<file path="config.mk">
export PLATFORM = sky130hd
export DESIGN_NAME = rgb_to_yuv420_converter
export DESIGN_NICKNAME = d
export VERILOG_FILES = /design/src/rtl/rgb2yuv_pkg.sv /design/src/rtl/rgb_to_yuv420_converter.sv /design/src/rtl/rgb2yuv_position.sv /design/src/rtl/rgb2yuv_matrix.sv
export SDC_FILE = /design/constraint.sdc
export NUM_CORES = 1
export LEC_CHECK = 0
export ABC_AREA = 1
export BUFFER_PORTS_ARGS = -buffer_cell sky130_fd_sc_hd__buf_2
export CORE_MARGIN = 2
export CORE_UTILIZATION = 40
export DETAILED_ROUTE_END_ITERATION = 10
export PLACE_DENSITY_LB_ADDON = 0.05
export SETUP_SLACK_MARGIN = 0.15
export SLEW_MARGIN = 20
export SYNTH_ARGS = -nofsm -noshare
export SYNTH_HDL_FRONTEND = slang
export SYNTH_SLANG_ARGS = --single-unit
</file>
<file path="constraint.sdc">
create_clock -name clock -period 13.98 [get_ports clock]
set_input_delay 1.398 -clock clock [delete_from_list [all_inputs] [get_ports clock]]
set_output_delay 1.398 -clock clock [all_outputs]
set_load 0.02 [all_outputs]
</file>
<file path="src/rtl/rgb2yuv_pkg.sv">
// Shared types, plane codes and register indexes of the RGB to YUV 4:2:0 converter.
package rgb2yuv_pkg;

   localparam int unsigned CompWidth  = 8;
   localparam int unsigned CountWidth = 12;
   localparam int unsigned SizeWidth  = 13;
   localparam int unsigned SumWidth   = 18;

   localparam logic [SizeWidth-1:0] FrameWidthReset  = 13'd256;
   localparam logic [SizeWidth-1:0] FrameHeightReset = 13'd256;

   typedef logic [CompWidth-1:0] comp_type;

   typedef enum logic [1:0] {
      PLANE_Y = 2'd0,
      PLANE_U = 2'd1,
      PLANE_V = 2'd2
   } plane_type;

   typedef enum logic {
      REG_FRAME_WIDTH  = 1'b0,
      REG_FRAME_HEIGHT = 1'b1
   } reg_index_type;

   // Position of one pixel within the frame, captured when it is accepted.
   typedef struct packed {
      logic chroma;      // even column: a chroma sample follows the luma
      logic odd_row;     // chroma is V rather than U
      logic frame_last;  // last pixel of the frame
   } pix_flags_type;

   typedef struct packed {
      comp_type red;
      comp_type green;
      comp_type blue;
   } pixel_type;

endpackage

</file>
<file path="src/rtl/rgb_to_yuv420_converter.sv">
// Top level of the BT.601 RGB24 to YUV 4:2:0 sample stream converter.
//
// Pixels enter in raster order, one RGB24 pixel per req transaction; every
// pixel yields a Y sample, and a pixel on an even column yields a chroma
// sample right after it (U on even rows, V on odd rows). Column and row
// counters wrap at frame_width and frame_height (register 0 and 1 of the
// csr port, reset 256 each); a size of 0 acts as 1 and sizes above 4096
// act as 4096. Writes to the csr port take effect at once and do not clear
// the counters, so change the frame size only while the converter is idle.
// Data path: a pixel sits in the input register while the color matrix
// works, then lands in the result register once that is free, and its Y
// sample is offered on rsp from there. The single rsp channel sets the
// rate: it carries one sample per transaction, so an odd-column pixel
// takes one rsp transaction and an even-column pixel two. The input
// register takes the next pixel while results still wait on rsp_tready.
// rsp_tuser carries the plane (0 Y, 1 U, 2 V), rsp_tlast marks the last
// sample of the frame's last pixel, and rsp_tdata bit 8 marks the last
// sample of each pixel.
module rgb_to_yuv420_converter (
   input  logic                              clock,
   input  logic                              reset,
   // configuration writes
   input  logic                              csr_we,
   input  logic                              csr_addr,
   input  logic [rgb2yuv_pkg::SizeWidth-1:0] csr_wdata,
   // pixel input
   input  logic                              req_tvalid,
   output logic                              req_tready,
   input  logic [23:0]                       req_tdata,  // red, green, blue
   // sample output
   output logic                              rsp_tvalid,
   input  logic                              rsp_tready,
   output logic [15:0]                       rsp_tdata,  // sample, last_of_pixel, zero fill
   output logic [1:0]                        rsp_tuser,  // plane
   output logic                              rsp_tlast   // frame_end
);
   import rgb2yuv_pkg::*;

   // Input register: pixel and its position flags.
   logic          in_valid_ff, in_valid_in;
   pixel_type     in_pixel_ff, in_pixel_in;
   pix_flags_type in_flags_ff, in_flags_in;

   // Result register: both samples of one pixel, sent one per transaction.
   logic       out_valid_ff, out_valid_in;
   logic       out_phase_ff, out_phase_in;  // 0: luma pending, 1: chroma pending
   logic       out_has_c_ff, out_has_c_in;
   logic       out_flast_ff, out_flast_in;
   comp_type   out_y_ff,     out_y_in;
   comp_type   out_c_ff,     out_c_in;
   plane_type  out_plane_ff, out_plane_in;

   pix_flags_type pos_flags;
   comp_type      mat_y;
   comp_type      mat_c;
   plane_type     mat_plane;

   logic req_take;
   logic rsp_take;
   logic out_last_now;
   logic out_free;
   logic out_load;
   logic last_of_pixel;
   comp_type  rsp_sample;
   plane_type rsp_plane;

   assign req_take     = req_tvalid && req_tready;
   assign rsp_take     = rsp_tvalid && rsp_tready;
   assign out_last_now = out_phase_ff || !out_has_c_ff;
   // The result register frees up in the cycle its final sample leaves.
   assign out_free     = !out_valid_ff || (rsp_tready && out_last_now);
   assign out_load     = in_valid_ff && out_free;
   assign req_tready   = !in_valid_ff || out_free;

   rgb2yuv_position u_position (
      .clock     (clock),
      .reset     (reset),
      .csr_we    (csr_we),
      .csr_addr  (csr_addr),
      .csr_wdata (csr_wdata),
      .advance   (req_take),
      .flags     (pos_flags)
   );

   rgb2yuv_matrix u_matrix (
      .pixel        (in_pixel_ff),
      .odd_row      (in_flags_ff.odd_row),
      .luma         (mat_y),
      .chroma       (mat_c),
      .chroma_plane (mat_plane)
   );

   // Input stage: capture a pixel, drop it once it moves on.
   always_comb begin
      in_valid_in = in_valid_ff;
      in_pixel_in = in_pixel_ff;
      in_flags_in = in_flags_ff;
      if (req_take) begin
         in_valid_in       = 1'b1;
         in_pixel_in.red   = req_tdata[7:0];
         in_pixel_in.green = req_tdata[15:8];
         in_pixel_in.blue  = req_tdata[23:16];
         in_flags_in       = pos_flags;
      end else if (out_load) begin
         in_valid_in = 1'b0;
      end
   end

   // Result stage: load both samples, then advance luma to chroma.
   always_comb begin
      out_valid_in = out_valid_ff;
      out_phase_in = out_phase_ff;
      out_has_c_in = out_has_c_ff;
      out_flast_in = out_flast_ff;
      out_y_in     = out_y_ff;
      out_c_in     = out_c_ff;
      out_plane_in = out_plane_ff;
      if (out_load) begin
         out_valid_in = 1'b1;
         out_phase_in = 1'b0;
         out_has_c_in = in_flags_ff.chroma;
         out_flast_in = in_flags_ff.frame_last;
         out_y_in     = mat_y;
         out_c_in     = mat_c;
         out_plane_in = mat_plane;
      end else if (rsp_take) begin
         if (out_last_now) begin
            out_valid_in = 1'b0;
         end else begin
            out_phase_in = 1'b1;
         end
      end
   end

   always_ff @(posedge clock) begin
      if (reset) begin
         in_valid_ff  <= 1'b0;
         out_valid_ff <= 1'b0;
         out_phase_ff <= 1'b0;
         out_has_c_ff <= 1'b0;
      end else begin
         in_valid_ff  <= in_valid_in;
         out_valid_ff <= out_valid_in;
         out_phase_ff <= out_phase_in;
         out_has_c_ff <= out_has_c_in;
      end
      in_pixel_ff  <= in_pixel_in;
      in_flags_ff  <= in_flags_in;
      out_flast_ff <= out_flast_in;
      out_y_ff     <= out_y_in;
      out_c_ff     <= out_c_in;
      out_plane_ff <= out_plane_in;
   end

   // Select the sample pending in the result register.
   assign rsp_sample    = out_phase_ff ? out_c_ff : out_y_ff;
   assign rsp_plane     = out_phase_ff ? out_plane_ff : PLANE_Y;
   assign last_of_pixel = out_last_now;

   assign rsp_tvalid = out_valid_ff;
   assign rsp_tdata  = {7'b0, last_of_pixel, rsp_sample};
   assign rsp_tuser  = rsp_plane;
   assign rsp_tlast  = out_last_now && out_flast_ff;

`ifndef NO_ASSERTIONS
   // A luma sample that is not the pixel's last is followed by its chroma.
   assert property (@(posedge clock) disable iff (reset)
      rsp_take && !rsp_tdata[8] |=> rsp_tvalid && rsp_tuser != PLANE_Y)
      else $error("chroma sample missing after luma");

   // The chroma phase exists only for pixels that carry chroma.
   assert property (@(posedge clock) disable iff (reset)
      out_valid_ff && out_phase_ff |-> out_has_c_ff)
      else $error("chroma phase without chroma sample");

   // A frame end only ever marks the last sample of a pixel.
   assert property (@(posedge clock) disable iff (reset)
      rsp_tvalid && rsp_tlast |-> rsp_tdata[8])
      else $error("frame end on a non-final sample");

   // An input pixel held while the result register is busy is not lost.
   assert property (@(posedge clock) disable iff (reset)
      in_valid_ff && !out_free |=> in_valid_ff && $stable(in_pixel_ff))
      else $error("held pixel lost");
`endif

endmodule

</file>
<file path="src/rtl/rgb2yuv_position.sv">
// Frame size registers and the column and row counters of the converter.
module rgb2yuv_position (
   input  logic                            clock,
   input  logic                            reset,
   input  logic                            csr_we,
   input  logic                            csr_addr,
   input  logic [rgb2yuv_pkg::SizeWidth-1:0] csr_wdata,
   input  logic                            advance,
   output rgb2yuv_pkg::pix_flags_type      flags
);
   import rgb2yuv_pkg::*;

   logic [SizeWidth-1:0]  width_ff,  width_in;
   logic [SizeWidth-1:0]  height_ff, height_in;
   logic [CountWidth-1:0] col_ff,    col_in;
   logic [CountWidth-1:0] row_ff,    row_in;
   logic [SizeWidth-1:0]  col_plus;
   logic [SizeWidth-1:0]  row_plus;
   logic                  col_wrap;
   logic                  row_wrap;

   // A carry out of the 12-bit counter wraps it regardless of the size.
   assign col_plus = {1'b0, col_ff} + 13'd1;
   assign row_plus = {1'b0, row_ff} + 13'd1;
   assign col_wrap = col_plus[SizeWidth-1] || (col_plus >= width_ff);
   assign row_wrap = row_plus[SizeWidth-1] || (row_plus >= height_ff);

   assign flags.chroma     = ~col_ff[0];
   assign flags.odd_row    = row_ff[0];
   assign flags.frame_last = col_wrap && row_wrap;

   always_comb begin
      width_in  = width_ff;
      height_in = height_ff;
      if (csr_we) begin
         unique case (reg_index_type'(csr_addr))
            REG_FRAME_WIDTH:  width_in  = csr_wdata;
            REG_FRAME_HEIGHT: height_in = csr_wdata;
            default:          width_in  = width_ff;
         endcase
      end
   end

   always_comb begin
      col_in = col_ff;
      row_in = row_ff;
      if (advance) begin
         if (col_wrap) begin
            col_in = '0;
            row_in = row_wrap ? '0 : row_plus[CountWidth-1:0];
         end else begin
            col_in = col_plus[CountWidth-1:0];
         end
      end
   end

   always_ff @(posedge clock) begin
      if (reset) begin
         width_ff  <= FrameWidthReset;
         height_ff <= FrameHeightReset;
         col_ff    <= '0;
         row_ff    <= '0;
      end else begin
         width_ff  <= width_in;
         height_ff <= height_in;
         col_ff    <= col_in;
         row_ff    <= row_in;
      end
   end

endmodule

</file>
<file path="src/rtl/rgb2yuv_matrix.sv">
// BT.601 integer color matrix: luma and one chroma sample from a pixel.
module rgb2yuv_matrix (
   input  rgb2yuv_pkg::pixel_type  pixel,
   input  logic                    odd_row,
   output rgb2yuv_pkg::comp_type   luma,
   output rgb2yuv_pkg::comp_type   chroma,
   output rgb2yuv_pkg::plane_type  chroma_plane
);
   import rgb2yuv_pkg::*;

   logic signed [SumWidth-1:0] r_s, g_s, b_s;
   logic signed [SumWidth-1:0] y_sum, u_sum, v_sum, c_sum;
   logic signed [SumWidth-1:0] y_shift, c_shift;

   assign r_s = signed'({10'b0, pixel.red});
   assign g_s = signed'({10'b0, pixel.green});
   assign b_s = signed'({10'b0, pixel.blue});

   assign y_sum = 18'sd66 * r_s + 18'sd129 * g_s + 18'sd25 * b_s + 18'sd128;
   assign u_sum = 18'sd112 * b_s - 18'sd38 * r_s - 18'sd74 * g_s + 18'sd128;
   assign v_sum = 18'sd112 * r_s - 18'sd94 * g_s - 18'sd18 * b_s + 18'sd128;
   assign c_sum = odd_row ? v_sum : u_sum;

   // Arithmetic shift floors; the low byte plus offset wraps modulo 256.
   assign y_shift = y_sum >>> 8;
   assign c_shift = c_sum >>> 8;

   assign luma         = y_shift[CompWidth-1:0] + 8'd16;
   assign chroma       = c_shift[CompWidth-1:0] + 8'd128;
   assign chroma_plane = odd_row ? PLANE_V : PLANE_U;

endmodule
</file>
# After elaboration in Yosys (flattened, before gate mapping)
# Index checks and enable logic that the tools add are counted.
# totals
regBits	100
inputBits	43
output_inout_bits	21
wordCells	79
# classes
n_addsub	13
n_mul	9
n_lt_le_gt_ge	2
n_mux	11
bitwise	3
n_reduce_logical	23
# ops
cell	n
subtractor 16 bit	4
adder 16 x 9 -> 16 bit, second input constant	3
multiplier 6 x 8 -> 14 bit, first input constant	3
adder 16 bit	2
adder 12 x 1 -> 13 bit, second input constant	2
>= comparator 13 bit	2
multiplier 5 x 8 -> 13 bit, first input constant	2
two-way mux 12 bit	2
multiplier 3 x 8 -> 11 bit, first input constant	2
multiplier 8 x 8 -> 16 bit, first input constant	1
two-way mux 16 bit	1
multiplier 4 x 8 -> 12 bit, first input constant	1
AND reduction 2 bit	5
adder 8 x 5 -> 8 bit, second input constant	1
adder 8 bit, second input constant	1
two-way mux 8 bit	1
logical AND 1 bit	6
nonzero test 2 bit	3
logical OR 1 bit	5
two-way mux 1 bit	5
two-way mux 2 bit	2
logical NOT 1 bit	3
NOT 1 bit	3
OR reduction 2 bit	1

# Longest topological paths before layout
# Gate-level depths: netlist of the first run.
# depth
ltp_word	7
ltp_mapped	29
mapped_depth_nobuf	29

# Cells and area by module
# A second synthesis of the first run with hierarchy kept.
# hier_totals
hier_cells	1699
hier_area_um2	13191.4
# modules_own_cells
module	instances	cells_per_inst	area_per_inst_um2	seq_area_each_um2
rgb2yuv_matrix	1	1078	8127.8	0.0
rgb2yuv_position	1	509	3315.7	1001.0
rgb_to_yuv420_converter	1	112	1747.9	1461.4

# Least setup slack after synthesis of the first run
# Ideal clock, no wire load.
# synth_timing
kind	reg2reg
start	reg in_pixel_ff[4] in the netlist's numbering
end	reg out_y_ff[6] (data pin)
setup_time_ns	0.260
arrival_ns	5.117
required_time_ns	13.720
path_slack_ns	8.603
path_stages_with_launch	26
n_path_buf	0
synth_period_minus_slack_ns	5.377
cell_sequence	edfxtp_1 > ha_1 > ha_1 > inv_1 > fa_1 > inv_1 > ha_1 > nand2_1 > o21ai_0 > nand2_1 > a21oi_1 > xnor2_1 > inv_1 > ha_1 > fa_1 > fa_1 > ha_1 > nand2_1 > nor2_1 > nand3_1 > nand3_1 > nand2_1 > nand2_1 > inv_1 > ha_1 > xor2_1
# synth_between
elab_chain_cells	4
# synth_lines
item	line_no	rtl
from (decl)	rgb_to_yuv420_converter.sv:41	pixel_type in_pixel_ff, in_pixel_in;
from (signal assigned)	rgb_to_yuv420_converter.sv:147	in_pixel_ff <= in_pixel_in;
multiplier 5 x 8 -> 13 bit	rgb2yuv_matrix.sv:19	assign y_sum = 18'sd66 * r_s + 18'sd129 * g_s + 18'sd25 * b_s + 18'sd128;
adder 16 bit	rgb2yuv_matrix.sv:19	
adder 16 x 9 -> 16 bit	rgb2yuv_matrix.sv:19	
adder 8 x 5 -> 8 bit	rgb2yuv_matrix.sv:28	assign luma = y_shift[CompWidth-1:0] + 8'd16;
via mat_y[6]	rgb_to_yuv420_converter.sv:54	comp_type mat_y;
to (signal assigned)	rgb_to_yuv420_converter.sv:150	out_y_ff <= out_y_in;
to (decl)	rgb_to_yuv420_converter.sv:49	comp_type out_y_ff, out_y_in;
# The timed path passes the listed nets, and every way through them passes these cells.
# A chain may end at the register's enable or synchronous reset.

# Worst setup path after layout of the first run
# Same ends and word-level chain as after synthesis.

==> results.cfg, run 1 <==
[global_routing]
grt_pass1_wl_microns = 53300
antenna_found_initial = 0
gr-usage-all-layers_pct = 20.3
grt_overflow = 0
grt_max_degree = 41
grt_pass1_vias = 10300

[synth]
synth.area.top_cells = ha_1 (25%), fa_1 (12%), edfxtp_1 (11%)
synth_area_sq_um = 13000
synth.distinct_cells = 45
yosys_warnings = 0
yosysTopAreaCell = ha_1
syn_inst = 1666
synth.most_common_cell = inv_1
avgSynthCellArea_sq_um = 7.80
yosysSeqAreaShare_pct = 19.0
synthTopCellsByCount = inv_1 (339), nand2_1 (314), ha_1 (261)
synth_top_area_share_pct = 25.1
synth_seq_cells = 100
synthFlopType = dfxtp_1
synth_edf_count = 46
synthArstFlopShare_pct = 0

[cells_and_area]
fin_area_sq_um = 14000
num-nets-final = 2101
post-route-util_pct = 44.1
final_layout_size_suffix_gt1_share_pct = 6.04
areaGrowthSynthToFinish_pct = 7.92
fill_cells = 3285
instances_no_fill = 2157
insertedDiodeCount = 0

[place]
dpl.hpwl_microns = 27800
dp.cells = 2141
gp_congestion = 0.862
io_buffers = 56
place_area_sq_um = 13700

[clock_network]
htreeDepth = 3
cts-root-buf = clkbuf_16
post-cts-setup-buffers = 0
cts_sinks = 100
clockBufferDepth = 2
ctsHoldBuffers = 0
cts_inserted_buffers = 9
clk_pin_slew_worst_paths_ns = 0.08
cts_tree = yes
insertion_delay_ns = 0.38
ctsResizeCount = 0

[worst_setup_path]
cp-start-kind = register
cp_slowest_cell = edfxtp_1
cp.arrival_ns = 5.88
path_class = reg -> reg
crit_path_end_kind = register
path_common_cell = ha_1
path_max_fanout = 8
crit_required_ns = 14.09
slowest_delay_ns = 0.57

[timing]
fin_tns_setup_ns = 0
tightest_slew_ns = 0.668
setup_viol = 0
grt_setup_unrepaired = false
maxSlewHeadroom_pct = 55.4
slew_viol_final = 0
min_period_ns = 5.77
skew_ns = 0.0163
max_freq_mhz = 173
finalCritPeriodShare_pct = 41.3
hold_viol_final = 0

[floorplanning]
die_w_microns = 184
die_area_sq_um = 33900
core_sq_um = 31800
initial_utilization_pct = 40.8
rows = 65
die_h_microns = 184
pin_count = 64

[job]
cap_violations = 0

[routing]
drt-wirelength-per-cell_microns = 15.0
drt_pass1_iterations = 7
vias = 10300
drt.antenna.violating_nets = 0
drc = 0
wl_microns = 32400
vias_per_cell = 4.77
first_iter_violations = 430

[power]
leakage_nw = 7.48
powerDensity_nw_per_um2 = 234
peakVddDrop_mv = 0.238
power.total_mw = 3.28

[outcome]
outcome = complete, no violations

[hold_path]
worstHoldPathType = reg -> reg
==> critical path: cells and delay by family (launching register included) <==
kind,cells,cell delay (ns)
buf+inv,4,0.22
compound gates,2,0.50
simple gates,8,0.78
xor+xnor,2,0.29
fa+ha+maj,9,3.17
flops,1,0.57
==> state kept, by name, indices dropped and copies added, names as in the netlist <==
name                  flops
in_pixel_ff              24
u_position.height_ff     13
u_position.width_ff      13
u_position.col_ff        12
u_position.row_ff        12
out_c_ff                  8
out_y_ff                  8
in_flags_ff               3
out_plane_ff              2
in_valid_ff               1
out_flast_ff              1
out_has_c_ff              1
out_phase_ff              1
rsp_tvalid                1
==> layout by cell type, fill, tap and decap left out, types with 2 or more instances in the layout <==
cell type,instances
inv_1,339
nand2_1,314
ha_1,261
nor2_1,127
a21oi_1,117
fa_1,80
nand3_1,60
buf_2,56
dfxtp_1,54
o21ai_0,53
xor2_1,50
edfxtp_1,46
xnor2_1,28
nand4_1,19
nor3_1,17
nand2_2,11
o21bai_1,11
clkbuf_16,10
a31oi_1,7
conb_1,7
o211ai_1,5
nand3b_1,5
inv_2,4
nor2_2,4
nor3_2,4
nand2_4,3
and2_1,3
o311ai_0,3
buf_4,3
a21o_1,2
inv_6,2
==> layout make-up <==
class / instances / area (sq um) / share of cell area [%]
clock buffer: 10 / 250 / 1.79
sequential: 100 / 2460 / 17.6
clock inverter: 6 / 53.8 / 0.384
multi-input combinational: 1203 / 9110 / 65.0
timing repair buffer: 59 / 303 / 2.16
inverter: 344 / 1290 / 9.21
tap: 435 / 544 / 3.88
==> report_power, final <==
group	total, mW	internal (mW)	leakage, nW	switching [mW]
sequential	0.449	0.403	0.886	0.0468
combinational	2.57	0.944	6.44	1.62
clock	0.262	0.135	0.152	0.127
==> worst paths after layout <==
path | from | endpoint | slack [ns] | depth (start not counted)
worst min register to register | in_flags_ff[0]$_DFFE_PP_ | out_flast_ff$_DFFE_PP_ | 0.44 | 0
worst min-delay path | in_flags_ff[0]$_DFFE_PP_ | out_flast_ff$_DFFE_PP_ | 0.44 | 0
worst max-delay path | in_pixel_ff[4]$_DFFE_PP_ | out_y_ff[6]$_DFFE_PP_ | 8.21 | 25
worst max register to register | in_pixel_ff[4]$_DFFE_PP_ | out_y_ff[6]$_DFFE_PP_ | 8.21 | 25
==> cell families after synthesis <==
group,after synthesis,synth area share [%]
other,1,0.0289
AO/OA/AOI/OAI,203,8.43
adder cells (fa/ha/maj),341,37.5
flip-flops,100,19.0
XOR/XNOR,78,5.26
multiplexers,1,0.0771
buffers and inverters,369,11.1
AND/OR/NAND/NOR,573,18.7
==> metrics by stage <==
stage	hold WS [ns]	setup slack (ns)
3_3_place_gp	0.415	8.30
3_5_place_dp	0.414	8.18
6_report	0.441	8.21
5_1_grt	0.472	7.84
4_1_cts	0.439	8.16
2_1_floorplan	0.400	8.60
==> metal layers <==
layer | part of all wire, % | up-vias | global-route usage [%]
met1 | 52 | 4692 | 29.7
met4 | 2.3 | 0 | 6.56
met3 | 4.5 | 30 | 3.20
met5 | 0 | - | 0
met2 | 41 | 157 | 30.6
li1 | - | 5414 | -
(Power assumes the default switching activity.)
==> run 2: changes to the inputs <==
==> constraint.sdc (replaced) <==
create_clock -name clock -period 5 [get_ports clock]
set_input_delay 0.5 -clock clock [delete_from_list [all_inputs] [get_ports clock]]
set_output_delay 0.5 -clock clock [all_outputs]
set_load 0.02 [all_outputs]
==> run 2 against run 1 <==
Against the previous run: the flow now finishes with violations (setup timing); sequential share of layout area fell by 2.1 points; worst hold slack lost 0.15 ns; non-clock buffer count grew 116; die area stayed put; core utilization rose by 6.0 points; global-route usage grew 1.5 points; largest cell class unchanged.
==> results.cfg, run 2 (same netlist as run 1, synthesis figures left out) <==
[outcome]
outcome = complete, but fails checks
violations = setup timing

[worst_setup_path]
path_common_cell = nand2_1
slowest_delay_ns = 0.56
cp_slowest_cell = fa_1
cp.arrival_ns = 5.24
rr_startpoint = in_pixel_ff[12]$_DFFE_PP_
path_class = reg -> reg
cp-start-kind = register
crit_path_end_kind = register
path_max_fanout = 5
crit_start = in_pixel_ff[12]$_DFFE_PP_
crit_required_ns = 5.14

[timing]
max_freq_mhz = 196
fin_hold_ws_ns = 0.291
setup_viol = 5
setup_ws_ns = -0.0996
slew_viol_final = 0
grt_setup_unrepaired = true
min_period_ns = 5.10
tightest_slew_ns = 0.671
maxSlewHeadroom_pct = 55.2
hold_viol_final = 0
skew_ns = 0.0115
finalCritPeriodShare_pct = 102

[floorplanning]
die_area_sq_um = 33900
rows = 65
core_sq_um = 31800
die_w_microns = 184
initial_utilization_pct = 40.8
pin_count = 64
die_h_microns = 184

[cells_and_area]
largest_reg_flops = 24
mostFrequentLayoutCells = inv_1 (314), nand2_1 (269), ha_1 (218)
num-nets-final = 2217
final_layout_size_suffix_gt1_share_pct = 21.7
fill_cells = 3135
multi_input_area_sq_um = 10200
insertedDiodeCount = 0
areaGrowthSynthToFinish_pct = 22.7
regMostFlops = in_pixel_ff
final_common_cell = inv_1
seqCellArea_sq_um = 2460
top_regs = in_pixel_ff (24), u_position.height_ff (13), u_position.width_ff (13)

[clock_network]
clockBufferDepth = 2
cts_tree = yes
cts-root-buf = clkbuf_16
cts_inserted_buffers = 9
ctsHoldBuffers = 0
cts_sinks = 100
insertion_delay_ns = 0.38
htreeDepth = 3
clk_pin_slew_worst_paths_ns = 0.07

[global_routing]
grt_pass1_wl_microns = 56800
antenna_found_initial = 0
grt_overflow = 0
grt_pass1_vias = 10900
grt_max_degree = 41
gr-usage-all-layers_pct = 21.8

[routing]
vias_per_cell = 4.82
drt_pass1_iterations = 5
vias = 11000
drt.antenna.violating_nets = 0
drt-wirelength-per-cell_microns = 15.4
drc = 0
first_iter_violations = 585
wl_microns = 35000

[place]
dpl.hpwl_microns = 29600
gp_congestion = 0.889
io_buffers = 56

[job]
cap_violations = 0

[hold_path]
min_from = req_tdata[5]
worstHoldPathType = in -> reg
-- run 2: cell count changes in the layout (fill, tap and decap cells not counted), moves of 16 or more --
| cell | change |
|---|---|
| inv_1 | -25 |
| inv_2 | +24 |
| buf_4 | +113 |
| a21oi_1 | -20 |
| nor2_1 | -16 |
| ha_1 | -43 |
| ha_4 | +43 |
| nand2_2 | +37 |
| nand2_1 | -45 |
-- run 2: critical path, delay by kind of cell (launching register included) --
kind	cells	cell delay, ns
fa+ha+maj	7	2.93
compound gates	3	0.27
buf+inv	5	0.33
simple gates	12	0.77
xor+xnor	1	0.17
flops	1	0.38
-- run 2: routing by layer --
| layer | routed length, microns | global-route usage (%) | vias to the layer above |
|---|---|---|---|
| met4 | 571 | 5.50 | 0 |
| li1 | - | - | 5648 |
| met1 | 18000 | 32.3 | 5117 |
| met3 | 1380 | 2.85 | 23 |
| met5 | 0 | 0 | - |
| met2 | 15000 | 33.5 | 169 |
-- run 2: final timing paths --
path,to,slack [ns],depth (start not counted)
worst max-delay path,out_c_ff[7]$_DFFE_PP_,-0.1,28
worst min-delay path,in_pixel_ff[21]$_DFFE_PP_,0.29,1
worst max register to register,out_c_ff[7]$_DFFE_PP_,-0.1,28
worst min register to register,out_flast_ff$_DFFE_PP_,0.42,0
-- run 2: what timing repair did --
action                                 CTS  global route
setup endpoints to repair               11            16
pin swaps                               42            66
gates resized for setup                 74            93
setup buffers                            6             7
endpoints found under the hold margin    0             0
-- run 2: cell type report --
cell class	instances	share of cell area, %
Multi-Input combinational cell	1203	63.8
Sequential cell	100	15.4
Inverter	344	8.12
Timing Repair Buffer	175	7.43
Tap cell	435	3.41
Clock buffer	12	1.55
Clock inverter	4	0.212
-- run 2: stage by stage --
| step | utilization [%] | instance area (sq um) | setup WS [ns] | cells | setup TNS, ns |
|---|---|---|---|---|---|
| floorplan | - | 13300 | 0.0179 | 1672 | 0 |
| global placement | 46.4 | 14800 | -0.229 | 2244 | -1.15 |
| detailed placement | 46.4 | 14800 | -0.275 | 2244 | -1.66 |
| CTS | 48.8 | 15500 | -0.0542 | 2266 | -0.193 |
| global route | 50.1 | 15900 | -0.363 | 2273 | -2.46 |
| finish | 50.1 | 15900 | -0.0996 | 2273 | -0.339 |
Power of run 2 is not shown: default switching activity piles up to over one toggle a cycle in this logic, so the estimate is an artifact.
==> run 3: changes to the inputs <==
--- a/config.mk
+++ b/config.mk
@@ -11,8 +11,10 @@
 export CORE_UTILIZATION = 40
 export DETAILED_ROUTE_END_ITERATION = 10
 export PLACE_DENSITY_LB_ADDON = 0.05
+export RECOVER_POWER = 100
 export SETUP_SLACK_MARGIN = 0.15
 export SLEW_MARGIN = 20
 export SYNTH_ARGS = -nofsm -noshare
 export SYNTH_HDL_FRONTEND = slang
+export SYNTH_HIERARCHICAL = 1
 export SYNTH_SLANG_ARGS = --single-unit
==> constraint.sdc (replaced) <==
create_clock -name clock -period 6.3 [get_ports clock]
set_input_delay 0.63 -clock clock [delete_from_list [all_inputs] [get_ports clock]]
set_output_delay 0.63 -clock clock [all_outputs]
set_load 0.02 [all_outputs]
==> run 3 against run 2 <==
Against the previous run: the run ends with capacitance limit, slew limit left; sequential share of layout area up 1.8 points; maximum frequency is 12% lower; global-route usage is essentially flat; largest cell class unchanged.
==> results.cfg, run 3 <==
[timing]
maxSlewHeadroom_pct = -35.0
grt_setup_unrepaired = false
skew_ns = 0.0234
min_period_ns = 5.80
tightest_slew_ns = 2.03
max_freq_mhz = 173
hold_viol_final = 0
finalCritPeriodShare_pct = 92.0
slew_viol_final = 72
fin_hold_ws_ns = 0.424
setup_viol = 0
fin_tns_setup_ns = 0

[outcome]
violations = capacitance limit, slew limit
outcome = complete, but fails checks

[worst_setup_path]
r2r_slack_ns = 0.50
cp-start-kind = register
path_class = reg -> reg
path_max_fanout = 7
crit_required_ns = 6.42
crit_path_end_kind = register
cp.arrival_ns = 5.92

[clock_network]
cts-root-buf = clkbuf_16
insertion_delay_ns = 0.39
ctsResizeCount = 0
cts_tree = yes
post-cts-setup-buffers = 0
cts_inserted_buffers = 9
clockBufferDepth = 2
ctsHoldBuffers = 0
clk_pin_slew_worst_paths_ns = 0.08
htreeDepth = 3
cts_sinks = 100

[routing]
drt-wirelength-per-cell_microns = 16.0
drt.antenna.violating_nets = 0
drt_pass1_iterations = 5
vias_per_cell = 4.80
first_iter_violations = 508
vias = 10600
drc = 0
wl_microns = 35400

[synth]
avgSynthCellArea_sq_um = 7.76
synth.distinct_cells = 54
synthFlopType = dfxtp_1
synth.area.top_cells = ha_1 (24%), fa_1 (13%), edfxtp_1 (10%)
synth.most_common_cell = inv_1
synthArstFlopShare_pct = 0
synth_edf_count = 46
syn_inst = 1699
synth_seq_cells = 100
synth_top_area_share_pct = 24.3
synth_area_sq_um = 13200
synthTopCellsByCount = inv_1 (355), nand2_1 (329), ha_1 (256)
yosys_warnings = 6
yosysTopAreaCell = ha_1
yosysSeqAreaShare_pct = 18.7

[cells_and_area]
mostFrequentLayoutCells = inv_1 (357), nand2_1 (334), ha_1 (256)
fill_cells = 3461
final_layout_size_suffix_gt1_share_pct = 5.32
seqCellArea_sq_um = 2460
areaGrowthSynthToFinish_pct = 8.21
regMostFlops = in_pixel_ff
num-nets-final = 2147
largest_reg_flops = 24
final_common_cell = inv_1
top_regs = in_pixel_ff (24), u_position/height_ff (13), u_position/width_ff (13)
multi_input_area_sq_um = 9200

[global_routing]
met2_usage_pct = 39.7
gr-usage-all-layers_pct = 21.9
grt_pass1_wl_microns = 57000
grt_use_met3_pct = 2.58
grtUsageMet1_pct = 27.6
antenna_found_initial = 2
grt_max_degree = 39
grt_pass1_vias = 10800
grt_overflow = 0
grt.busiest_layer = met2

[floorplanning]
core_sq_um = 32500
pin_count = 64
die_w_microns = 186
initial_utilization_pct = 40.5
rows = 66
die_h_microns = 186
die_area_sq_um = 34400

[place]
gp_congestion = 0.885
io_buffers = 56
dpl.hpwl_microns = 29800

[power]
power.total_mw = 7.12
leakage_nw = 7.67
peakVddDrop_mv = 0.429
powerDensity_nw_per_um2 = 499

[hold_path]
worstHoldPathType = in -> reg

[job]
cap_violations = 2
## run 3: cells by family after synthesis
group | count (synthesis) | synth area share, %
AND/OR/NAND/NOR | 592 | 19.2
buffers and inverters | 391 | 11.6
adder cells (fa/ha/maj) | 343 | 37.5
AO/OA/AOI/OAI | 209 | 8.78
flip-flops | 100 | 18.7
XOR/XNOR | 63 | 4.18
other | 1 | 0.0284
## run 3: layout make-up
cell class	instances	share of cell area [%]
Multi-Input combinational cell	1214	64.4
Sequential cell	100	17.2
Inverter	362	9.52
Tap cell	442	3.87
Timing Repair Buffer	74	2.64
Clock buffer	10	1.75
Clock inverter	6	0.508
Antenna cell	1	0.0175
## run 3: path summary, 6_finish.rpt
| path | startpoint | to | cells after the start |
|---|---|---|---|
| max reg2reg | in_pixel_ff[17]$_DFFE_PP_ | out_y_ff[6]$_DFFE_PP_ | 21 |
| max | in_pixel_ff[17]$_DFFE_PP_ | out_y_ff[6]$_DFFE_PP_ | 21 |
| min reg2reg | in_flags_ff[0]$_DFFE_PP_ | out_flast_ff$_DFFE_PP_ | 0 |
| min | req_tdata[15] | in_pixel_ff[15]$_DFFE_PP_ | 1 |
## run 3: critical path: stages (launching register included)
cell and delay (ns):
edfxtp_1 0.58, ha_1 0.28, ha_1 0.28, ha_1 0.17
inv_1 0.06, fa_1 0.41, xnor2_1 0.20, ha_1 0.27
fa_1 0.47, fa_1 0.49, inv_1 0.05, fa_1 0.52
inv_1 0.04, ha_1 0.29, ha_1 0.36, nand2_1 0.14
nor2_1 0.18, nand3_1 0.12, nand4_1 0.12, nand2_1 0.12
ha_1 0.23, xor2_1 0.15
## run 3: power breakdown
part	switching [mW]	total [mW]	internal [mW]
registers	0.0524	0.926	0.873
logic	3.57	5.57	2.00
clock network	0.293	0.632	0.339
total	3.91	7.12	3.21
## run 3: layer usage
metal,up-vias,wire [microns]
met2,135,17500
met4,0,518
met3,22,970
met1,4915,16400
met5,-,0
li1,5534,-
## run 3: metrics by stage
stage                     utilization [%]  instances  worst slack [ns]  area, sq um
after floorplan                         -       1705             0.817        13200
after global placement               43.0       2191             0.629        14000
after detailed placement             43.0       2191             0.577        14000
after CTS                            44.0       2207             0.527        14300
after global routing                 43.9       2208             0.149        14300
final                                43.9       2209             0.503        14300
